==> config.mk <==
export PLATFORM = sky130hd
export DESIGN_NAME = bthin_ctrl
export DESIGN_NICKNAME = d
export VERILOG_FILES = /design/src/rtl/binary_image_thinning_assert.svh /design/src/rtl/bthin_pkg.sv /design/src/rtl/bthin_ctrl.sv
export SDC_FILE = /design/constraint.sdc
export NUM_CORES = 1
export LEC_CHECK = 0
export BUFFER_PORTS_ARGS = -buffer_cell sky130_fd_sc_hd__buf_2
export CAP_MARGIN = 25
export CORE_MARGIN = 8
export CORE_UTILIZATION = 60
export DETAILED_ROUTE_END_ITERATION = 10
export PLACE_DENSITY = 0.93
export SYNTH_ARGS = -nofsm -noshare
export SYNTH_HDL_FRONTEND = slang
export SYNTH_SLANG_ARGS = --single-unit
==> constraint.sdc <==
create_clock -name clk -period 6.9 [get_ports clk]
set_input_delay 1.38 -clock clk [delete_from_list [all_inputs] [get_ports clk]]
set_output_delay 1.38 -clock clk [all_outputs]
set_load 0.01 [all_outputs]
==> src/rtl/binary_image_thinning_assert.svh <==
// Assertion macros shared by the binary image thinning RTL.
`ifndef BINARY_IMAGE_THINNING_ASSERT_SVH
`define BINARY_IMAGE_THINNING_ASSERT_SVH

// Condition must never hold outside reset.
`define BTHIN_ASSERT_NEVER(lbl, cond, msg) \
  lbl: assert property (@(posedge clk) disable iff (!rst_n) !(cond)) else $error(msg);

// Antecedent implies consequent in the same cycle.
`define BTHIN_ASSERT_IMPLY(lbl, ante, cons, msg) \
  lbl: assert property (@(posedge clk) disable iff (!rst_n) (ante) |-> (cons)) \
    else $error(msg);

`endif

==> src/rtl/bthin_pkg.sv <==
// Shared constants, state encoding and controller/datapath interface types.
package bthin_pkg;

  localparam int MAX_ROWS = 64;
  localparam int MAX_COLS = 64;
  localparam int ROW_AW   = $clog2(MAX_ROWS);
  localparam int CNT_W    = ROW_AW + 1;
  localparam int CFG_W    = 7;

  typedef enum logic [2:0] {
    ST_IDLE,
    ST_THIN_RD,
    ST_THIN_DRAIN,
    ST_THIN_DECIDE,
    ST_EMIT_RD,
    ST_EMIT_LD
  } state_t;

  typedef struct packed {
    logic              load_wr;
    logic              rd_en;
    logic              thin_rd;
    logic              second;
    logic              clr_changed;
    logic              out_load;
    logic              out_final;
    logic [ROW_AW-1:0] addr;
  } cmd_t;

  typedef struct packed {
    logic changed;
    logic out_free;
  } sts_t;

endpackage

==> src/rtl/bthin_ctrl.sv <==
// Sequencer for row loading, thinning sweeps and row emission.
module bthin_ctrl
  import bthin_pkg::*;
(
  input  logic clk,
  input  logic rst_n,
  input  logic in_tvalid,
  input  logic in_tlast,
  output logic in_tready,
  input  sts_t sts,
  output cmd_t cmd
);

  state_t           state_r, state_nxt;
  logic [CNT_W-1:0] rows_r, rows_nxt;
  logic [CNT_W-1:0] idx_r, idx_nxt;
  logic             second_r, second_nxt;
  logic             at_end;
  logic             has_room;

  assign at_end   = (idx_r == rows_r - CNT_W'(1));
  assign has_room = (rows_r < CNT_W'(MAX_ROWS));

  always_ff @(posedge clk) begin
    if (!rst_n) begin
      state_r  <= ST_IDLE;
      rows_r   <= '0;
      idx_r    <= '0;
      second_r <= 1'b0;
    end else begin
      state_r  <= state_nxt;
      rows_r   <= rows_nxt;
      idx_r    <= idx_nxt;
      second_r <= second_nxt;
    end
  end

  always_comb begin
    state_nxt  = state_r;
    rows_nxt   = rows_r;
    idx_nxt    = idx_r;
    second_nxt = second_r;
    case (state_r)
      ST_IDLE: begin
        if (in_tvalid) begin
          if (has_room) begin
            rows_nxt = rows_r + CNT_W'(1);
          end
          if (in_tlast) begin
            idx_nxt    = '0;
            second_nxt = 1'b0;
            state_nxt  = ST_THIN_RD;
          end
        end
      end
      ST_THIN_RD: begin
        if (at_end) begin
          state_nxt = ST_THIN_DRAIN;
        end else begin
          idx_nxt = idx_r + CNT_W'(1);
        end
      end
      ST_THIN_DRAIN: begin
        state_nxt = ST_THIN_DECIDE;
      end
      ST_THIN_DECIDE: begin
        idx_nxt = '0;
        if (!second_r) begin
          second_nxt = 1'b1;
          state_nxt  = ST_THIN_RD;
        end else if (sts.changed) begin
          second_nxt = 1'b0;
          state_nxt  = ST_THIN_RD;
        end else begin
          state_nxt = ST_EMIT_RD;
        end
      end
      ST_EMIT_RD: begin
        if (sts.out_free) begin
          state_nxt = ST_EMIT_LD;
        end
      end
      ST_EMIT_LD: begin
        if (at_end) begin
          rows_nxt  = '0;
          idx_nxt   = '0;
          state_nxt = ST_IDLE;
        end else begin
          idx_nxt   = idx_r + CNT_W'(1);
          state_nxt = ST_EMIT_RD;
        end
      end
      default: begin
        state_nxt = ST_IDLE;
      end
    endcase
  end

  always_comb begin
    in_tready       = 1'b0;
    cmd             = '0;
    cmd.second      = second_r;
    cmd.addr        = idx_r[ROW_AW-1:0];
    case (state_r)
      ST_IDLE: begin
        in_tready   = 1'b1;
        cmd.addr    = rows_r[ROW_AW-1:0];
        cmd.load_wr = in_tvalid && has_room;
        cmd.clr_changed = in_tvalid && in_tlast;
      end
      ST_THIN_RD: begin
        cmd.rd_en   = 1'b1;
        cmd.thin_rd = 1'b1;
      end
      ST_THIN_DRAIN: begin
      end
      ST_THIN_DECIDE: begin
        cmd.clr_changed = second_r;
      end
      ST_EMIT_RD: begin
        cmd.rd_en = 1'b1;
      end
      ST_EMIT_LD: begin
        cmd.out_load  = 1'b1;
        cmd.out_final = at_end;
      end
      default: begin
      end
    endcase
  end

endmodule

==> impl_metrics.yaml <==
worst_hold_path:
  worstHoldPathCells: 2
  worstHoldPathType: "reg -> reg"
setup_path:
  r2r_slack_ns: 4.01
  timing.critical_path.required_ns: 5.52
  cp-end-kind: "primary output"
  ff2ff_path_depth: 8
  data_arrival_time_at_the_worst_slack_endpoint_ns: 2.52
  critical_path.startpoint_type: "register"
  maximum_net_fanout_on_the_critical_path: 8
  worst-setup-path-type: "reg -> out"
grt:
  global_route_wire_length_before_repair_um: 5112
  grt_pass1_vias: 1172
  grt_overflow_total: 0
  grtUsageMet1_pct: 17.50
  top_usage_layer: "met2"
  grt_util_met3_pct: 3.534
  gr-usage-all-layers_pct: 15.07
  antenna_violations_before_repair: 0
  groute.layer.met2.usage_pct: 25.61
  grt_max_degree: 17
sta:
  timing.fmax_mhz: 256.1
  rsz0062_at_grt: "false"
  final_setup_vio_count: 0
  period_needed_ns: 3.905
  totalNegativeSetupSlack_ns: 0
  hold_viol_final: 0
  clock-skew-final_ns: 0.002989
  max_slew_margin_pct: 34.67
  final-max-slew-violation-count: 0
  timing.final.crit_share_pct: 56.59
  worst_slew_pin_slew_ns: 0.9710
  layout_setup_ws_ns: 2.995
yosys:
  most_common_flop_cell_mapped_by_yosys: "sky130_fd_sc_hd__dfxtp_1"
  top_cells_by_count_synth: "18 x sky130_fd_sc_hd__dfxtp_1, 13 x sky130_fd_sc_hd__nand2_1, 13 x sky130_fd_sc_hd__nor2_1, 8 x sky130_fd_sc_hd__nand3_1"
  yosys_warnings: 0
  synthesis.area_per_instance_um2: 8.110
  postSynthRegisterBits: 18
  synthArstFlopShare_pct: 0
  synth.most_common_cell: "sky130_fd_sc_hd__dfxtp_1"
  synth-edff-count: 0
  number_of_distinct_library_cell_variants_in_the_gate_level_netlist_after_synthesis: 49
  syn-num-nets: 173
  netlist.area_leader.share_pct: 27.09
  cell_area_after_synthesis_mm2: 0.001330
  register_area_share_after_synthesis_pct: 27.09
  synthTopCellsByArea: "sky130_fd_sc_hd__dfxtp_1 27%, sky130_fd_sc_hd__mux2_2 5.1%, sky130_fd_sc_hd__xor2_1 4.6%"
  synth_cells: 164
  cell_type_with_the_largest_total_area_after_synthesis: "sky130_fd_sc_hd__dfxtp_1"
routing:
  initialDrtViolationCount: 56
  via_count: 1234
  detail_route.wl_per_cell_um: 15.30
  drc_violations: 0
  viasPerCell: 6.049
  ant_nets: 0
  drt_pre_antenna_iters: 4
  wirelength_um: 3121
cells_and_area:
  drive_above_1_share_pct: 23.30
  num_antenna_cells: 0
  nets: 186
  layout.filler_cells: 186
  area_delta_synth_final_pct: 8.372
place:
  port_buffers: 19
  finalWeightedCongestion: 0.8629
  dp.final_hpwl_um: 2347
  place_ws_ns: 3.388
clocking:
  clk_pin_slew_ns: 0.10
  tritoncts.num_buffers: 3
  clock_tree.root_cell: "sky130_fd_sc_hd__clkbuf_4"
  latest_clock_arrival_within_the_worst_skew_pair_ns: 0.30
  number_of_instances_resized_during_post_cts_repair: 0
  clockBufferDepth: 2
  tritoncts_num_sinks: 18
  tritoncts: "done"
  setup_buffers_after_cts: 0
  cts-hold-fix-buffers: 0
  htree_num_levels: 1
die:
  fp-row-count: 17
  die_y_um: 63.08
  start_util_pct: 61.91
  total_die_area_mm2: 0.003979
  floorplan.die.width_um: 63.08
  core_area_mm2: 0.002148
  ioPinCount: 20
power:
  standby_leakage_power_nw: 0.5669
  power.ir.vdd_worst_uv: 148.4
  power_density_mw_per_mm2: 149.3
run_status:
  run_status: "completed"
run:
  maxCapViolCount: 0
==> layout make-up <==
cell class	count	area, um2	share of cell area [%]
clock buffer	4	36.28	2.517
inverter	7	26.28	1.823
multi-input combinational	128	888.4	61.63
sequential	18	360.3	25.00
tap	28	35.03	2.431
timing repair buffer	19	95.09	6.597
==> cells in the final DEF, fill, tap and decap left out, types with 2 or more instances in the layout <==
cell and count:
sky130_fd_sc_hd__a21boi_1 6, sky130_fd_sc_hd__a21oi_1 4, sky130_fd_sc_hd__a31oi_1 3, sky130_fd_sc_hd__and2_1 3, sky130_fd_sc_hd__buf_2 19, sky130_fd_sc_hd__clkbuf_4 3, sky130_fd_sc_hd__dfxtp_1 18, sky130_fd_sc_hd__ha_1 3
sky130_fd_sc_hd__inv_1 6, sky130_fd_sc_hd__mux2_2 6, sky130_fd_sc_hd__mux2i_1 2, sky130_fd_sc_hd__nand2_1 13, sky130_fd_sc_hd__nand2b_1 2, sky130_fd_sc_hd__nand3_1 8, sky130_fd_sc_hd__nor2_1 13, sky130_fd_sc_hd__nor2b_1 5
sky130_fd_sc_hd__nor3_1 6, sky130_fd_sc_hd__nor3_2 2, sky130_fd_sc_hd__o211ai_1 3, sky130_fd_sc_hd__o21ai_0 7, sky130_fd_sc_hd__o21ai_1 3, sky130_fd_sc_hd__o31ai_1 3, sky130_fd_sc_hd__or4_1 2, sky130_fd_sc_hd__xnor2_1 6
sky130_fd_sc_hd__xor2_1 7
==> metrics by stage <==
stage | std cells | power [mW] | util [%] | cell area, um2 | hold slack, ns
after floorplan | 164 | 0.1413 | - | 1330 | 0.4624
after global placement | 200 | 0.1499 | 65.40 | 1405 | 0.4828
after detailed placement | 200 | 0.1518 | 65.40 | 1405 | 0.5103
after CTS | 204 | 0.2161 | 67.09 | 1441 | 0.5274
after global routing | 204 | 0.2241 | 67.09 | 1441 | 0.5406
final | 204 | 0.2152 | 67.09 | 1441 | 0.5202
==> power by group <==
group | total (mW) | switching, mW | internal [mW]
Combinational | 0.0397 | 0.0226 | 0.0172
Clock | 0.0652 | 0.0330 | 0.0322
Sequential | 0.110 | 0.00433 | 0.106
==> critical path, stage by stage, from the launching register on <==
cell and delay [ns]:
sky130_fd_sc_hd__dfxtp_1 0.49, sky130_fd_sc_hd__inv_1 0.11, sky130_fd_sc_hd__ha_1 0.26, sky130_fd_sc_hd__nor4b_2 0.18
sky130_fd_sc_hd__o41a_1 0.45, sky130_fd_sc_hd__a2111oi_4 0.52, sky130_fd_sc_hd__buf_2 0.22
==> path summary, 6_finish.rpt <==
path	from	to
setup / recovery	rows_r[0]	cmd[6]
hold / removal	idx_r[6]	idx_r[6]
setup reg to reg	rows_r[0]	rows_r[6]
hold reg to reg	idx_r[6]	idx_r[6]
==> state kept, by name, summed over array words and instances, names as in the netlist <==
name      count
rows_r        7
second_r      1
idx_r         7
state_r       3
==> routing by layer <==
layer / up-vias / wire [um] / share of wire [%]
li1: 612 / - / -
met3: 8 / 169 / 5.4
met4: 0 / 74 / 2.4
met1: 567 / 1423 / 46
met2: 47 / 1453 / 47
met5: - / 0 / 0
==> kinds of logic after synthesis <==
| kind of cell | synth area share, % |
|---|---|
| buffers and inverters | 6.115 |
| adder cells (fa/ha/maj) | 2.823 |
| XOR/XNOR | 8.561 |
| multiplexers | 6.585 |
| flip-flops | 27.09 |
| AND/OR/NAND/NOR | 27.75 |
| AO/OA/AOI/OAI | 21.07 |
No activity file was read; power rests on OpenSTA's default activity.
