`config.mk`:
```
export PLATFORM = sky130hd
export DESIGN_NAME = bthin_dp
export DESIGN_NICKNAME = d
export VERILOG_FILES = /design/src/rtl/binary_image_thinning_assert.svh /design/src/rtl/bthin_pkg.sv /design/src/rtl/bthin_dp.sv
export SDC_FILE = /design/constraint.sdc
export NUM_CORES = 2
export LEC_CHECK = 0
export BUFFER_PORTS_ARGS = -buffer_cell sky130_fd_sc_hd__buf_2
export CORE_AREA = 4 4 867 869
export DETAILED_ROUTE_END_ITERATION = 10
export DIE_AREA = 0 0 871 873
export HOLD_SLACK_MARGIN = 0.08
export SLEW_MARGIN = 20
export SYNTH_ARGS = -nofsm -noshare
export SYNTH_HDL_FRONTEND = slang
export SYNTH_SLANG_ARGS = --single-unit
```
`constraint.sdc`:
```
create_clock -name clk -period 7.9 [get_ports clk]
set_input_delay 0.395 -clock clk [delete_from_list [all_inputs] [get_ports clk]]
set_output_delay 0.395 -clock clk [all_outputs]
set_load 0.01 [all_outputs]
```
`src/rtl/binary_image_thinning_assert.svh`:
```
// Assertion macros shared by the binary image thinning RTL.
`ifndef BINARY_IMAGE_THINNING_ASSERT_SVH
`define BINARY_IMAGE_THINNING_ASSERT_SVH

// Condition must never hold outside reset.
`define BTHIN_ASSERT_NEVER(lbl, cond, msg) \
  lbl: assert property (@(posedge clk) disable iff (!rst_n) !(cond)) else $error(msg);

// Antecedent implies consequent in the same cycle.
`define BTHIN_ASSERT_IMPLY(lbl, ante, cons, msg) \
  lbl: assert property (@(posedge clk) disable iff (!rst_n) (ante) |-> (cons)) \
    else $error(msg);

`endif

```
`src/rtl/bthin_pkg.sv`:
```
// Shared constants, state encoding and controller/datapath interface types.
package bthin_pkg;

  localparam int MAX_ROWS = 64;
  localparam int MAX_COLS = 64;
  localparam int ROW_AW   = $clog2(MAX_ROWS);
  localparam int CNT_W    = ROW_AW + 1;
  localparam int CFG_W    = 7;

  typedef enum logic [2:0] {
    ST_IDLE,
    ST_THIN_RD,
    ST_THIN_DRAIN,
    ST_THIN_DECIDE,
    ST_EMIT_RD,
    ST_EMIT_LD
  } state_t;

  typedef struct packed {
    logic              load_wr;
    logic              rd_en;
    logic              thin_rd;
    logic              second;
    logic              clr_changed;
    logic              out_load;
    logic              out_final;
    logic [ROW_AW-1:0] addr;
  } cmd_t;

  typedef struct packed {
    logic changed;
    logic out_free;
  } sts_t;

endpackage

```
`src/rtl/bthin_dp.sv`:
```
// Row store, neighborhood window, deletion lanes and output register.
module bthin_dp
  import bthin_pkg::*;
(
  input  logic                clk,
  input  logic                rst_n,
  input  logic                cfg_wr_en,
  input  logic [CFG_W-1:0]    cfg_wr_data,
  input  logic [MAX_COLS-1:0] in_tdata,
  input  cmd_t                cmd,
  output sts_t                sts,
  output logic                out_tvalid,
  input  logic                out_tready,
  output logic [MAX_COLS-1:0] out_tdata,
  output logic                out_tlast
);

  function automatic logic [MAX_COLS-1:0] valid_cols(input logic [CFG_W-1:0] w);
    logic [MAX_COLS-1:0] m;
    for (int j = 0; j < MAX_COLS; j++) begin
      m[j] = (j < int'(w));
    end
    return m;
  endfunction

  function automatic logic [MAX_COLS-1:0] inner_cols(input logic [CFG_W-1:0] w);
    logic [MAX_COLS-1:0] m;
    for (int j = 0; j < MAX_COLS; j++) begin
      m[j] = (j >= 1) && (j + 1 < int'(w));
    end
    return m;
  endfunction

  function automatic logic zs_del(input logic [7:0] p, input logic second);
    logic [3:0] a;
    logic [3:0] b;
    logic       m1;
    logic       m2;
    a = '0;
    b = '0;
    for (int k = 0; k < 8; k++) begin
      b = b + 4'(p[k]);
      if (!p[k] && p[(k + 1) & 7]) begin
        a = a + 4'd1;
      end
    end
    if (second) begin
      m1 = p[0] & p[2] & p[6];
      m2 = p[0] & p[4] & p[6];
    end else begin
      m1 = p[0] & p[2] & p[4];
      m2 = p[2] & p[4] & p[6];
    end
    return (a == 4'd1) && (b >= 4'd2) && (b <= 4'd6) && !m1 && !m2;
  endfunction

  logic [MAX_COLS-1:0] mem [MAX_ROWS];
  logic [MAX_COLS-1:0] mask_r;
  logic [MAX_COLS-1:0] inner_r;
  logic [MAX_COLS-1:0] rd_data_r;
  logic                thin_vld_r;
  logic [ROW_AW-1:0]   rd_idx_r;
  logic [MAX_COLS-1:0] up_r;
  logic [MAX_COLS-1:0] cur_r;
  logic                changed_r;
  logic                out_valid_r;
  logic [MAX_COLS-1:0] out_data_r;
  logic                out_last_r;

  logic [CFG_W-1:0]    w_eff;
  logic [MAX_COLS-1:0] dat;
  logic [MAX_COLS+1:0] up_x;
  logic [MAX_COLS+1:0] cur_x;
  logic [MAX_COLS+1:0] dn_x;
  logic [MAX_COLS-1:0] del;
  logic                thin_wr;

  assign w_eff = (cfg_wr_data > CFG_W'(MAX_COLS)) ? CFG_W'(MAX_COLS) : cfg_wr_data;
  assign dat   = rd_data_r & mask_r;
  assign up_x  = {1'b0, up_r, 1'b0};
  assign cur_x = {1'b0, cur_r, 1'b0};
  assign dn_x  = {1'b0, dat, 1'b0};

  always_comb begin
    for (int j = 0; j < MAX_COLS; j++) begin
      del[j] = cur_r[j] & inner_r[j] & zs_del({up_x[j], cur_x[j], dn_x[j], dn_x[j + 1],
                                               dn_x[j + 2], cur_x[j + 2], up_x[j + 2],
                                               up_x[j + 1]}, cmd.second);
    end
  end

  assign thin_wr = thin_vld_r && (rd_idx_r >= ROW_AW'(2));

  always_ff @(posedge clk) begin
    if (!rst_n) begin
      mask_r  <= valid_cols(CFG_W'(MAX_COLS));
      inner_r <= inner_cols(CFG_W'(MAX_COLS));
    end else if (cfg_wr_en) begin
      mask_r  <= valid_cols(w_eff);
      inner_r <= inner_cols(w_eff);
    end
  end

  always_ff @(posedge clk) begin
    if (cmd.load_wr) begin
      mem[cmd.addr] <= in_tdata & mask_r;
    end else if (thin_wr) begin
      mem[rd_idx_r - ROW_AW'(1)] <= cur_r & ~del;
    end
    if (cmd.rd_en) begin
      rd_data_r <= mem[cmd.addr];
    end
  end

  always_ff @(posedge clk) begin
    rd_idx_r <= cmd.addr;
    if (thin_vld_r) begin
      up_r  <= cur_r;
      cur_r <= dat;
    end
    if (cmd.out_load) begin
      out_data_r <= dat;
      out_last_r <= cmd.out_final;
    end
  end

  always_ff @(posedge clk) begin
    if (!rst_n) begin
      thin_vld_r  <= 1'b0;
      changed_r   <= 1'b0;
      out_valid_r <= 1'b0;
    end else begin
      thin_vld_r <= cmd.rd_en && cmd.thin_rd;
      if (cmd.clr_changed) begin
        changed_r <= 1'b0;
      end else if (thin_wr && (|del)) begin
        changed_r <= 1'b1;
      end
      if (cmd.out_load) begin
        out_valid_r <= 1'b1;
      end else if (out_tready) begin
        out_valid_r <= 1'b0;
      end
    end
  end

  assign sts.changed  = changed_r;
  assign sts.out_free = !out_valid_r || out_tready;
  assign out_tvalid   = out_valid_r;
  assign out_tdata    = out_data_r;
  assign out_tlast    = out_last_r;

endmodule

```
==> results.py <==
metrics = {
    "power": {
        "pwr-share-clk_pct": 36.7,
        "seqPwrFrac_pct": 48.1,
        "p_sw_share_pct": 26.2,
        "combPwrFrac_pct": 15.2,
        "power.density_mw_per_mm2": 233,
        "power.net_switching_uw": 14400,
        "intPower_uw": 40700,
        "vdd_drop_max_mv": 0.193,
        "p_total_uw": 55200,
        "p_leak_uw": 0.0777,
    },
    "detailed_routing": {
        "vias": 122000,
        "viasPerCell": 5.29,
        "wl_per_cell_um": 27.6,
        "drt-total-wl_um": 640000,
        "drt_iter0_markers": 15700,
        "drc": 0,
        "firstDrtPassIters": 6,
        "detail-route-antenna-nets": 0,
    },
    "grt": {
        "grt-ovfl-total": 0,
        "grt_pass1_vias": 120000,
        "grt_use_total_pct": 16.3,
        "grt_pass1_wl_um": 908000,
        "grt_max_degree": 131,
        "antenna_found_initial": 44,
    },
    "setup_path": {
        "crit_type": "register to register",
        "worst_path_largest_cell_delay_ns": 0.80,
        "crit_slowest_cell": "edfxtp_1",
        "cpMostUsedCell": "ha_1",
        "start_kind": "register",
        "crit_path_end_kind": "register",
        "reg2reg_depth": 25,
        "critPathMaxFanout": 45,
        "cp_data_required_time_ns": 8.77,
        "arrival_ns": 7.90,
    },
    "timing": {
        "min_period_over_period_pct": 89.0,
        "rsz0062_at_grt": "no",
        "timing.final.max_slew_violations": 0,
        "setup-tns-final_ns": 0,
        "skew_ns": 0.0917,
        "fin_ws_ns": 0.869,
        "finalSetupViolations": 0,
        "hold_violations": 0,
        "max_freq_mhz": 142,
        "slew_headroom_pct": 22.0,
        "tightest_slew_ns": 1.16,
        "fin_crit_ns": 7.03,
    },
    "placement": {
        "portBuffers": 155,
        "place_hpwl_um": 380000,
        "place_congestion": 0.864,
        "pre_cts_slack_ns": 0.690,
    },
    "logic_synthesis": {
        "async_reset_ff_share_pct": 0,
        "syn_area_mm2": 0.208,
        "synth_seq_area_share_pct": 63.7,
        "yosys_warnings": 0,
        "synth_edf_count": 4353,
        "yosysTopAreaCell": "edfxtp_1",
        "synth_cells": 12500,
        "syn_area_per_cell_um2": 16.6,
        "synth.area.top_cells": "edfxtp_1, mux4_2, ha_1",
        "ys_ff_latch": 4427,
        "synth.net_count": 13400,
        "yosysUniqueCellTypes": 107,
        "ys.flop_type": "edfxtp_1",
        "synth_top_cell_area_share_pct": 62.9,
    },
    "layout": {
        "final_common_cell": "edfxtp_1",
        "final_cell_mix": "edfxtp_1, mux4_2, nand2_1",
        "n_fill_cell": 71500,
        "final_nets": 13800,
        "multi_input_area_mm2": 0.0711,
        "drive_above_1_share_pct": 21.0,
        "ff_latch_area_mm2": 0.132,
        "syn2layout_area_growth_pct": 14.1,
    },
    "cts": {
        "clockBufferDepth": 4,
        "clk_pin_slew_worst_paths_ns": 0.07,
        "cts.sinks": 4427,
        "cts_root_buf": "clkbuf_16",
        "clk_latency_ns": 1.06,
        "cts_tree": "done",
        "cts_inserted_buffers": 420,
        "cts_resized": 0,
        "htreeDepth": 5,
        "postCtsSetupBuffers": 0,
    },
    "floorplan": {
        "row_count": 317,
        "start_util_pct": 27.9,
        "core_area_mm2": 0.744,
        "die_width_um": 871,
        "dieArea_mm2": 0.760,
        "ios": 156,
        "dieHeight_um": 873,
    },
    "worst_hold_path": {
        "hold_path_depth": 4,
        "holdCritPathClass": "input port to register",
    },
    "run_status": {
        "status": "finished, final reports clean",
    },
    "flow_run": {
        "drv_cap": 0,
    },
}
## logic make-up after synthesis
kind of cell	synth area share, %
mux	15.3
xor+xnor	1.82
compound gates	5.84
flops	63.7
simple gates	4.99
fa+ha+maj	5.81
buf+inv	2.54
## registers in the layout, indices dropped and copies added (netlist names)
signal      cells
thin_vld_r      1
rd_idx_r        6
changed_r       1
out_tvalid      1
cur_r          64
up_r           64
mem          4096
out_tlast       1
inner_r         2
mask_r         63
out_tdata      64
rd_data_r      64
## power by group through the flow
stage	registers [µW]	logic [µW]	clock network (µW)
floorplan	27000	5850	0
global placement	27000	8120	0
detailed placement	27000	8350	0
CTS	26500	8400	20600
global route	26500	9330	21500
finish	26500	8410	20300
## worst paths after layout
path | start | slack (ns) | to
max | up_r[59] | 0.87 | mem[61][59]
min | in_tdata[37] | 0.21 | mem[3][37]
max reg2reg | up_r[59] | 0.87 | mem[61][59]
min reg2reg | cur_r[43] | 0.49 | up_r[43]
## cell type report
| class | count | area share, % |
|---|---|---|
| antenna | 21 | 0.0222 |
| tap | 9889 | 5.22 |
| inverter | 694 | 1.10 |
| clock inverter | 262 | 1.05 |
| multi-input combinational | 6735 | 30.0 |
| sequential | 4427 | 55.8 |
| timing repair buffer | 603 | 2.20 |
| clock buffer | 511 | 4.64 |
## critical path, delay by kind of cell, from the launching register on
family                     cells  cell delay [ns]
AOI/OAI and AO/OA              7             1.98
and+or+nand+nor                9             1.79
adders and majority gates      5             1.46
DFF                            1             0.80
buffers and inverters          3             0.69
xor gates and xnor gates       1             0.16
## metrics by stage
step / util [%] / hold WS (ns) / cells / instance area (µm²)
after floorplan: - / 0.423 / 12500 / 208000
after global placement: 30.0 / 0.457 / 22300 / 223000
after detailed placement: 30.0 / 0.470 / 22300 / 223000
after CTS: 31.9 / 0.106 / 23100 / 237000
after global routing: 31.9 / 0.0790 / 23100 / 237000
final: 31.9 / 0.208 / 23100 / 237000
## synthesized netlist by cell type (250+ instances only)
library cell,count
a21oi_1,443
clkbuf_1,501
edfxtp_1,4353
fa_1,250
ha_1,565
inv_1,649
mux4_2,1344
nand2_1,716
nand3_1,287
nor2_1,544
o21ai_0,394
xnor2_1,294
## per-layer routing
metal	up-vias	part of all wire, %	track usage, %	routed length, µm
li1	50700	-	-	-
met1	64800	39	21.6	252000
met2	5881	48	26.7	305000
met3	1106	8.3	2.64	53200
met4	12	4.5	6.47	29000
met5	-	0.013	0	83
## what timing repair did
action                                 4_1_cts  5_1_grt
setup endpoints to repair                    0        0
hold buffers                                27        0
endpoints found under the hold margin      101        0
(Power assumes the default switching activity.)
